===== config.mk =====
export PLATFORM = sky130hd
export DESIGN_NAME = ident_reply_username_parser_core
export DESIGN_NICKNAME = d
export VERILOG_FILES = /design/src/sv/irup_pkg.sv /design/src/sv/ident_reply_username_parser_core.sv
export SDC_FILE = /design/constraint.sdc
export NUM_CORES = 1
export LEC_CHECK = 0
export BUFFER_PORTS_ARGS = -buffer_cell sky130_fd_sc_hd__buf_2
export CAP_MARGIN = 10
export CORE_ASPECT_RATIO = 2
export CORE_MARGIN = 5
export CORE_UTILIZATION = 55
export CTS_CLUSTER_SIZE = 25
export DETAILED_ROUTE_END_ITERATION = 12
export GPL_TIMING_DRIVEN = 0
export PLACE_DENSITY_LB_ADDON = 0.05
export SLEW_MARGIN = 20
export SYNTH_ARGS = -nofsm -noshare
export SYNTH_HDL_FRONTEND = slang
export SYNTH_SLANG_ARGS = --single-unit

===== constraint.sdc =====
create_clock -name clk -period 3.6 [get_ports clk]
set_input_delay 0.72 -clock clk [delete_from_list [all_inputs] [get_ports clk]]
set_output_delay 0.72 -clock clk [all_outputs]
set_load 0.02 [all_outputs]

===== src/sv/irup_pkg.sv =====
package irup_pkg;

  localparam int MAX_NAME_DEF = 10;
  localparam int LEN_W = 4;

  // field phases
  localparam logic [2:0] PH_REMOTE = 3'd0;
  localparam logic [2:0] PH_LOCAL  = 3'd1;
  localparam logic [2:0] PH_KEY    = 3'd2;
  localparam logic [2:0] PH_PRE    = 3'd3;
  localparam logic [2:0] PH_COPY   = 3'd4;
  localparam logic [2:0] PH_REJECT = 3'd5;

  // number recognizer states
  localparam logic [1:0] NUM_WS   = 2'd0;
  localparam logic [1:0] NUM_SIGN = 2'd1;
  localparam logic [1:0] NUM_DIG  = 2'd2;
  localparam logic [1:0] NUM_DONE = 2'd3;

  localparam logic [2:0] KEY_LEN = 3'd6;

  localparam logic [7:0] CH_TILDE = 8'h7E;
  localparam logic [7:0] CH_CARET = 8'h5E;
  localparam logic [7:0] CH_AT    = 8'h40;
  localparam logic [7:0] CH_CR    = 8'h0D;
  localparam logic [7:0] CH_LF    = 8'h0A;
  localparam logic [7:0] CH_SPACE = 8'h20;
  localparam logic [7:0] CH_COLON = 8'h3A;
  localparam logic [7:0] CH_BRACK = 8'h5B;
  localparam logic [7:0] CH_COMMA = 8'h2C;
  localparam logic [7:0] CH_PLUS  = 8'h2B;
  localparam logic [7:0] CH_MINUS = 8'h2D;
  localparam logic [7:0] CH_ZERO  = 8'h30;
  localparam logic [7:0] CH_NINE  = 8'h39;
  localparam logic [7:0] CH_U     = 8'h55;

  typedef struct packed {
    logic [7:0] in_byte;
    logic       in_last;
  } in_word_t;

  typedef struct packed {
    logic             kind;
    logic [7:0]       name_char;
    logic             verdict;
    logic [LEN_W-1:0] name_length;
    logic             out_last;
  } out_word_t;

  typedef struct packed {
    logic [1:0] st;
    logic       nz;
  } num_t;

  function automatic logic [7:0] key_char(input logic [2:0] p);
    logic [7:0] k;
    case (p)
      3'd0:    k = 8'h55; // U
      3'd1:    k = 8'h53; // S
      3'd2:    k = 8'h45; // E
      3'd3:    k = 8'h52; // R
      3'd4:    k = 8'h49; // I
      3'd5:    k = 8'h44; // D
      default: k = 8'h00;
    endcase
    return k;
  endfunction

  function automatic logic is_ws(input logic [7:0] c);
    return (c == CH_SPACE) || (c >= 8'd9 && c <= 8'd13);
  endfunction

  function automatic logic is_digit(input logic [7:0] c);
    return (c >= CH_ZERO) && (c <= CH_NINE);
  endfunction

  // one byte through the atoi-style recognizer
  function automatic num_t num_feed(input num_t n, input logic [7:0] c);
    num_t r;
    r = n;
    case (n.st)
      NUM_WS: begin
        if (is_ws(c)) begin
          r.st = NUM_WS;
        end else if (c == CH_PLUS || c == CH_MINUS) begin
          r.st = NUM_SIGN;
        end else if (is_digit(c)) begin
          r.st = NUM_DIG;
          if (c != CH_ZERO) r.nz = 1'b1;
        end else begin
          r.st = NUM_DONE;
        end
      end
      NUM_SIGN, NUM_DIG: begin
        if (is_digit(c)) begin
          r.st = NUM_DIG;
          if (c != CH_ZERO) r.nz = 1'b1;
        end else begin
          r.st = NUM_DONE;
        end
      end
      default: r = n;
    endcase
    return r;
  endfunction

endpackage


===== src/sv/ident_reply_username_parser_core.sv =====
// Flow: an accepted word is held in the input register; once the output queue has
// room for two results, its results are written there and offered from the queue head.
// Throughput: one input word per cycle while the queue has room; a last word that also
// yields a character pushes two results, and the 4-entry output queue drains them one per cycle while out_stall is low.
// Reset (rst_n low, synchronous): parser state returns to the start of a reply,
// input register and output queue are emptied.
module ident_reply_username_parser_core
  import irup_pkg::*;
#(
  parameter int MAX_NAME = MAX_NAME_DEF
) (
  input  logic      clk,
  input  logic      rst_n,
  input  logic      in_valid,
  output logic      in_stall,
  input  in_word_t  in_word,
  output logic      out_valid,
  input  logic      out_stall,
  output out_word_t out_word
);

  localparam int DEPTH = 4;
  localparam int PTR_W = 2;
  localparam int CNT_W = 3;
  localparam logic [LEN_W-1:0] MAX_LEN = LEN_W'(MAX_NAME);

  // input register
  logic     in_v_r, in_v_nxt;
  in_word_t in_r;

  // parser state
  logic [2:0]       phase_r, phase_nxt;
  num_t             rem_r, rem_nxt;
  num_t             loc_r, loc_nxt;
  logic [2:0]       kprog_r, kprog_nxt;
  logic             kfound_r, kfound_nxt;
  logic             lead_r, lead_nxt;
  logic [LEN_W-1:0] left_r, left_nxt;
  logic             stop_r, stop_nxt;
  logic             ended_r, ended_nxt;

  // output queue
  out_word_t        q_r [DEPTH];
  logic [PTR_W-1:0] wr_ptr_r, rd_ptr_r;
  logic [CNT_W-1:0] count_r;

  logic       room, adv, accept, pop;
  logic       emit_char;
  logic [1:0] n_push;
  out_word_t  res0, res1, verdict_w;
  logic [7:0] c;

  assign room   = count_r <= CNT_W'(DEPTH - 2);
  assign adv    = in_v_r && room;
  assign in_stall = in_v_r && !room;
  assign accept = in_valid && !in_stall;
  assign out_valid = count_r != '0;
  assign out_word  = q_r[rd_ptr_r];
  assign pop    = out_valid && !out_stall;
  assign c      = in_r.in_byte;

  always_comb begin
    in_v_nxt = accept ? 1'b1 : (adv ? 1'b0 : in_v_r);
  end

  always_comb begin
    phase_nxt  = phase_r;
    rem_nxt    = rem_r;
    loc_nxt    = loc_r;
    kprog_nxt  = kprog_r;
    kfound_nxt = kfound_r;
    lead_nxt   = lead_r;
    left_nxt   = left_r;
    stop_nxt   = stop_r;
    ended_nxt  = ended_r || (c == 8'h00);
    emit_char  = 1'b0;

    if (!ended_nxt) begin
      unique case (phase_r)
        PH_REMOTE: begin
          if (c == CH_COMMA) phase_nxt = PH_LOCAL;
          else if (c == CH_COLON) phase_nxt = PH_REJECT;
          else rem_nxt = num_feed(rem_r, c);
        end
        PH_LOCAL: begin
          if (c == CH_COLON) phase_nxt = PH_KEY;
          else loc_nxt = num_feed(loc_r, c);
        end
        PH_KEY: begin
          if (c == CH_COLON) begin
            phase_nxt = PH_PRE;
          end else if (!kfound_r) begin
            if (kprog_r < KEY_LEN && c == key_char(kprog_r)) begin
              kprog_nxt = kprog_r + 3'd1;
              if (kprog_nxt == KEY_LEN) kfound_nxt = 1'b1;
            end else begin
              kprog_nxt = (c == CH_U) ? 3'd1 : 3'd0;
            end
          end
        end
        PH_PRE: begin
          if (c == CH_COLON) begin
            phase_nxt = (rem_r.nz && loc_r.nz && kfound_r) ? PH_COPY : PH_REJECT;
          end
        end
        PH_COPY: begin
          if (!(lead_r && (c == CH_TILDE || c == CH_CARET))) begin
            lead_nxt = 1'b0;
            if (!stop_r && left_r != '0) begin
              if (c == CH_AT || c == CH_CR || c == CH_LF) begin
                stop_nxt = 1'b1;
              end else if (c != CH_SPACE && c != CH_COLON && c != CH_BRACK) begin
                emit_char = 1'b1;
                left_nxt  = left_r - LEN_W'(1);
              end
            end
          end
        end
        default: ;
      endcase
    end

    // verdict from the updated state
    verdict_w.kind      = 1'b1;
    verdict_w.name_char = 8'h00;
    verdict_w.out_last  = 1'b1;
    if (phase_nxt == PH_COPY) begin
      verdict_w.verdict     = 1'b0;
      verdict_w.name_length = MAX_LEN - left_nxt;
    end else begin
      verdict_w.verdict     = 1'b1;
      verdict_w.name_length = '0;
    end

    if (in_r.in_last) begin
      phase_nxt  = PH_REMOTE;
      rem_nxt    = '{st: NUM_WS, nz: 1'b0};
      loc_nxt    = '{st: NUM_WS, nz: 1'b0};
      kprog_nxt  = '0;
      kfound_nxt = 1'b0;
      lead_nxt   = 1'b1;
      left_nxt   = MAX_LEN;
      stop_nxt   = 1'b0;
      ended_nxt  = 1'b0;
    end

    res0.kind        = 1'b0;
    res0.name_char   = c;
    res0.verdict     = 1'b0;
    res0.name_length = '0;
    res0.out_last    = 1'b0;
    res1 = verdict_w;
    if (!emit_char) res0 = verdict_w;
    n_push = 2'(emit_char) + 2'(in_r.in_last);
  end

  always_ff @(posedge clk) begin
    if (!rst_n) begin
      in_v_r   <= 1'b0;
      phase_r  <= PH_REMOTE;
      rem_r    <= '{st: NUM_WS, nz: 1'b0};
      loc_r    <= '{st: NUM_WS, nz: 1'b0};
      kprog_r  <= '0;
      kfound_r <= 1'b0;
      lead_r   <= 1'b1;
      left_r   <= MAX_LEN;
      stop_r   <= 1'b0;
      ended_r  <= 1'b0;
      wr_ptr_r <= '0;
      rd_ptr_r <= '0;
      count_r  <= '0;
    end else begin
      in_v_r <= in_v_nxt;
      if (adv) begin
        phase_r  <= phase_nxt;
        rem_r    <= rem_nxt;
        loc_r    <= loc_nxt;
        kprog_r  <= kprog_nxt;
        kfound_r <= kfound_nxt;
        lead_r   <= lead_nxt;
        left_r   <= left_nxt;
        stop_r   <= stop_nxt;
        ended_r  <= ended_nxt;
        wr_ptr_r <= wr_ptr_r + PTR_W'(n_push);
      end
      if (pop) rd_ptr_r <= rd_ptr_r + PTR_W'(1);
      count_r <= count_r + (adv ? CNT_W'(n_push) : '0) - CNT_W'(pop);
    end
  end

  always_ff @(posedge clk) begin
    if (accept) in_r <= in_word;
    if (adv && n_push != 2'd0) q_r[wr_ptr_r] <= res0;
    if (adv && n_push == 2'd2) q_r[wr_ptr_r + PTR_W'(1)] <= res1;
  end

  a_count_bound: assert property (@(posedge clk) disable iff (!rst_n)
    count_r <= CNT_W'(DEPTH))
    else $error("output queue count beyond depth");

  a_last_resets: assert property (@(posedge clk) disable iff (!rst_n)
    (adv && in_r.in_last) |=> (phase_r == PH_REMOTE && left_r == MAX_LEN && lead_r))
    else $error("parser state not cleared after reply end");

  a_left_bound: assert property (@(posedge clk) disable iff (!rst_n)
    left_r <= MAX_LEN)
    else $error("character budget above maximum");

  a_stall_held: assert property (@(posedge clk) disable iff (!rst_n)
    in_stall |-> in_v_r)
    else $error("stall without a held word");

  a_verdict_last: assert property (@(posedge clk) disable iff (!rst_n)
    out_valid |-> (out_word.kind == out_word.out_last))
    else $error("verdict and last flag disagree");

endmodule


-- After elaboration in Yosys (flattened, before gate mapping)
Memories as Yosys holds them, arrays and structs flattened. A register that Yosys moved wholly into a read port is not among the register bits.
Cells that the tools add are included.
- register bits: 37
- bits in writable memories: 60
- output and inout bits: 17
- word-level logic and storage cells: 211
- memories kept: 1
- memories (name ; depth ; width ; read ports ; clocked after memory_dff ; wr ports ; RTL line ; text):
    q_r ; 4 ; 15 ; 1 ; 1 ; 2 ; ident_reply_username_parser_core.sv:43 ; out_word_t q_r [DEPTH];
- add/subtract/negate cells: 9
- order comparisons: 6
- equal/unequal tests: 41
- muxes and demuxes: 85
- reduce and logical (&&, ||, !) cells: 52
- operators with widths (operator ; number):
    2-to-1 mux 3 bit ; 22
    case mux 7 bit (6 select lines) ; 1
    2-to-1 mux 1 bit ; 41
    equality test 8 x 6 -> 1 bit (second input constant) ; 5
    equality test 8 x 7 -> 1 bit (second input constant) ; 4
    2-to-1 mux 8 bit ; 4
    2-to-1 mux 4 bit ; 7
    != test 8 x 6 -> 1 bit (second input constant) ; 3
    equality test 8 x 4 -> 1 bit (second input constant) ; 2
    nonzero test 2 bit ; 8
    equality test 3 bit (second input constant) ; 5
    logical AND 1 bit ; 15
    2-to-1 mux 15 bit ; 1
    equality test 3 x 2 -> 1 bit (second input constant) ; 4
    != test 3 bit (second input constant) ; 4
    case mux 3 bit (2 select lines) ; 2
    case mux 3 bit (4 select lines) ; 1
    AND reduction 6 bit ; 2
    2-to-1 mux 2 bit ; 5
    != test 2 bit (second input constant) ; 5
    AND reduction 5 bit ; 2
    nonzero test 3 bit ; 3
    equality test 8 bit ; 1
    >= comparator 8 x 4 -> 1 bit (second input constant) ; 1
    28 further kinds ; 45

-- Depth between registers and ports, before layout
- word-level depth: 14
- depth in mapped cells: 16
- depth with buffers taken out: 15

-- Least setup slack after synthesis
Ideal clock, no wire load.
- path type: register to register
- start: register left_r[0]
- end: memory q_r[0][4] in the netlist's numbering, data pin
- arrival: 3.245 ns
- data required time: 3.424 ns
- slack: 0.179 ns
- cell stages (with the launch flop): 16
- clock period less this slack: 3.421 ns
- path through: dfxtp_1 inv_1 ha_1 nor3b_1 a311oi_2 nand4_4 nor2_2 buf_2 inv_1 ha_1 clkbuf_1 or3_1 o21ai_0 nand2_1 a21o_1 nor4_1
- RTL lines (element ; RTL line ; text):
    start, declared ; ident_reply_username_parser_core.sv:38 ; logic [LEN_W-1:0] left_r, left_nxt;
    start signal, assigned ; ident_reply_username_parser_core.sv:181 ; left_r <= left_nxt;
    end, declared ; ident_reply_username_parser_core.sv:43 ;

-- Worst setup path after layout
- start: register in_r (netlist bit c[6])
- end: register count_r[2]
- word-level cells in the longest chain between the ends: 13
- ends and longest elaborated chain (element ; RTL line ; text):
    start, declared ; ident_reply_username_parser_core.sv:29 ; in_word_t in_r;
    start signal, assigned ; ident_reply_username_parser_core.sv:192 ; if (accept) in_r <= in_word;
    != test 8 x 6 -> 1 bit ; ident_reply_username_parser_core.sv:112 ; end else if (c != CH_SPACE && c != CH_COLON && c != CH_BRACK) begin
    logical AND 1 bit (2 in series) ; ident_reply_username_parser_core.sv:112 ;
    2-to-1 mux 1 bit ; ident_reply_username_parser_core.sv:112 ;
    2-to-1 mux 1 bit ; ident_reply_username_parser_core.sv:110 ; if (c == CH_AT || c == CH_CR || c == CH_LF) begin
    2-to-1 mux 1 bit ; ident_reply_username_parser_core.sv:109 ; if (!stop_r && left_r != '0) begin
    2-to-1 mux 1 bit ; ident_reply_username_parser_core.sv:107 ; if (!(lead_r && (c == CH_TILDE || c == CH_CARET))) begin
    2-to-1 mux 1 bit ; ident_reply_username_parser_core.sv:79 ; unique case (phase_r)
    2-to-1 mux 1 bit * ; ident_reply_username_parser_core.sv:78 ; if (!ended_nxt) begin
    adder 1 x 1 -> 2 bit * ; ident_reply_username_parser_core.sv:154 ; n_push = 2'(emit_char) + 2'(in_r.in_last);
    2-to-1 mux 2 bit * ; ident_reply_username_parser_core.sv:187 ; count_r <= count_r + (adv ? CNT_W'(n_push) : '0) - CNT_W'(pop);
    adder 3 x 2 -> 3 bit * ; ident_reply_username_parser_core.sv:187 ;
    subtractor 3 x 1 -> 3 bit * ; ident_reply_username_parser_core.sv:187 ;
    end signal, assigned ; ident_reply_username_parser_core.sv:187 ;
    end, declared ; ident_reply_username_parser_core.sv:45 ; logic [CNT_W-1:0] count_r;
Mark *: on every way between the ends. The rest lies on a longest branch, timed or not.
A chain may end at the register's enable or synchronous reset.

==> flow_metrics.py <==
metrics = {
    "synthesis": {
        "avgSynthCellArea_um2": 10.20,
        "synth_flop_cell": "dfxtp_1",
        "synth_edf_count": 29,
        "synth_area_leaders": "dfxtp_1, edfxtp_1, mux4_2",
        "syn_area_um2": 5041,
        "async_reset_ff_share_pct": 0,
        "yosysTopAreaCellShare_pct": 26.21,
        "yosysSeqAreaShare_pct": 43.48,
        "synth.distinct_cells": 68,
        "synthCells": 494,
        "synth.net_count": 524,
        "yosysTopAreaCell": "dfxtp_1",
        "ys.warnings.count": 0,
        "ys_seq_elements": 95,
    },
    "placement": {
        "dp.cells": 626,
        "place_congestion": 0.9491,
        "io_buffers": 29,
        "hpwlAfterDp_um": 9406,
        "placed_area_um2": 5328,
        "place_ws_ps": -803.6,
    },
    "cells_and_area": {
        "fin_nets": 570,
        "multi_input_area_um2": 2620,
        "seq_area_um2": 2195,
        "layout_common_cells": "dfxtp_1, buf_2, nor2_1",
        "area_delta_synth_final_pct": 13.70,
        "fin_util_pct": 63.60,
        "fin_cells": 647,
        "final_common_cell": "dfxtp_1",
        "final_area_um2": 5732,
        "drive_gt1_share_pct": 20.00,
        "num_antenna_cells": 0,
        "fill_cells": 772,
    },
    "worst_setup_path": {
        "cp-start-kind": "register",
        "critPathArrivalTime_ps": 3630,
        "worst-setup-path-type": "register to register",
        "regToRegStartpoint": "c[6]",
        "ff2ff_setup_slack_ps": 200,
        "worstReg2RegEnd": "count_r[2]",
        "endpoint_kind": "register",
        "worstPathRequired_ps": 3820,
        "path_cells": "buf_2 > nor4b_1 > o21ai_2 > nand3_4 > nor2_4 > buf_4 > inv_1 > ha_1 > nand2_1 > ha_1 > inv_1 > ha_1 > fa_1 > xnor2_1 > nor2_1",
        "slowest_stage": "edfxtp_1",
        "critPathMaxFanout": 10,
        "r2r_cells": 15,
        "cpPeakStageDelay_ps": 500,
        "crit_top_cell": "ha_1",
    },
    "floorplan": {
        "die_h_um": 145.4,
        "row_count": 49,
        "die_w_um": 77.70,
        "core_um2": 9012,
        "start_util_pct": 55.94,
        "dieArea_um2": 11300,
        "ios": 30,
    },
    "power_and_ir_drop": {
        "p_per_area_nw_per_um2": 494.0,
        "p_leak_uw": 0.002110,
        "max-vdd-ir-drop_mv": 0.3323,
    },
    "cts": {
        "hold_buffers": 0,
        "cts_max_level": 3,
        "tritoncts": "done",
        "clk_pin_slew_ps": 70,
        "cts_buffer_depth": 2,
        "ctsRootBufferMaster": "clkbuf_16",
        "cts_sinks": 95,
        "numCtsBuffers": 9,
        "clkLatencyLatePin_ps": 350,
    },
    "sta": {
        "rsz0062_at_grt": "no",
        "drv_slew": 0,
        "fmaxAchievable_mhz": 293.9,
        "slew_headroom_pct": 33.48,
        "setup_slack_ps": 197.3,
        "fin_crit_ps": 3403,
        "fin_skew_ps": 7.123,
        "fin_crit_sh_pct": 94.52,
        "hold_violations": 0,
        "setup_viol": 0,
        "worstMarginPinSlew_ps": 995.2,
    },
    "global_routing": {
        "grt_use_total_pct": 23.36,
        "grt_max_degree": 17,
        "antenna_found_initial": 0,
        "grt_pass1_wl_um": 20990,
        "grt_pass1_vias": 4179,
        "grt_overflow": 0,
    },
    "drt": {
        "ant_nets": 0,
        "wl_per_cell_um": 19.74,
        "vias": 4061,
        "wirelength_um": 12770,
        "drc": 0,
        "first_pass_iters": 7,
        "first_iter_violations": 162,
        "routed_via_density": 6.277,
    },
    "outcome": {
        "status": "complete, no violations",
    },
    "hold_path": {
        "hold_depth": 1,
        "min-delay-path-class": "register to register",
        "min_to": "q_r[1][11]",
        "min_from": "q_r[1][11]",
    },
    "flow_run": {
        "drv_cap": 0,
    },
}
## Yosys cell counts (14+ instances only)
| library cell | count |
|---|---|
| ha_1 | 16 |
| a22o_1 | 17 |
| dfxtp_1 | 66 |
| nor3_1 | 17 |
| o21ai_0 | 16 |
| edfxtp_1 | 29 |
| a21oi_1 | 24 |
| inv_1 | 30 |
| nand2_1 | 23 |
| nor2_1 | 36 |
| mux4_2 | 14 |
| a32o_1 | 17 |
| clkbuf_1 | 20 |
## metal layers
metal | vias up | global-route usage [%] | wire [um]
li1 | 1954 | - | -
met3 | 34 | 3.470 | 558
met4 | 0 | 12.99 | 555
met1 | 1955 | 24.90 | 4617
met5 | - | 0 | 0
met2 | 118 | 42.38 | 7037
## layout make-up
| cell class | count | share of cell area, % |
|---|---|---|
| plain buffers | 34 | 2.750 |
| clock inverters | 6 | 1.113 |
| repair buffers | 36 | 3.449 |
| flip-flops and latches | 95 | 38.29 |
| well taps | 102 | 2.227 |
| clock buffers | 10 | 4.366 |
| multi-input cells | 332 | 45.71 |
| inverters | 32 | 2.096 |
## registers in the layout, indices dropped and copies added (netlist names), 3 cells and up, named ones only
register and cells:
rem_r 3, c 8, count_r 3, kprog_r 3, left_r 4, phase_r 3
q_r 56, loc_r 3
## logic make-up (layout without fill, tap and decap cells)
logic type	after synthesis	count (layout)	share of synthesized area [%]
buf+inv	67	118	5.510
fa+ha+maj	17	17	4.368
simple gates	161	161	19.01
compound gates	126	126	18.86
xor+xnor	11	11	1.911
flops	95	95	43.48
mux	17	17	6.850
## repair_timing
item,4_1_cts,5_1_grt
buffers inserted,6,0
endpoints found under the setup margin,80,25
resized for setup,7,4
pin swaps,5,1
endpoints found under the hold margin,0,0
## worst max-delay path, delay by kind of cell (launching register included)
family	cells	cell delay [ps]
compound gates	1	220
xor+xnor	1	170
fa+ha+maj	4	1190
buf+inv	4	540
flops	1	500
simple gates	5	670
## per-stage QoR
step / total power, uW / TNS [ps] / hold slack, ps
final: 2832 / 0 / 464.6
after global routing: 2957 / 0 / 485.2
after CTS: 2852 / 0 / 464.5
after detailed placement: 1854 / -32560 / 448.2
after global placement: 1836 / -32760 / 433.6
after floorplan: 1679 / 0 / 421.2
## worst max path at each step
stage                         start         end  slack [ps]
after floorplan           left_r[0]   q_r[0][4]         180
after global placement    left_r[0]   q_r[0][6]        -800
after detailed placement  left_r[0]   q_r[3][4]        -800
after CTS                      c[6]  count_r[2]          40
after global routing      left_r[0]  count_r[2]           6
final                          c[6]  count_r[2]         200
## report_power, final
group,leakage (uW),switching (uW),total [uW],internal [uW]
combinational,0.00115,372,622,250
clock,0.000158,416,998,582
sequential,0.000806,45.8,1210,1170
Power figures use the tool's default switching activity.
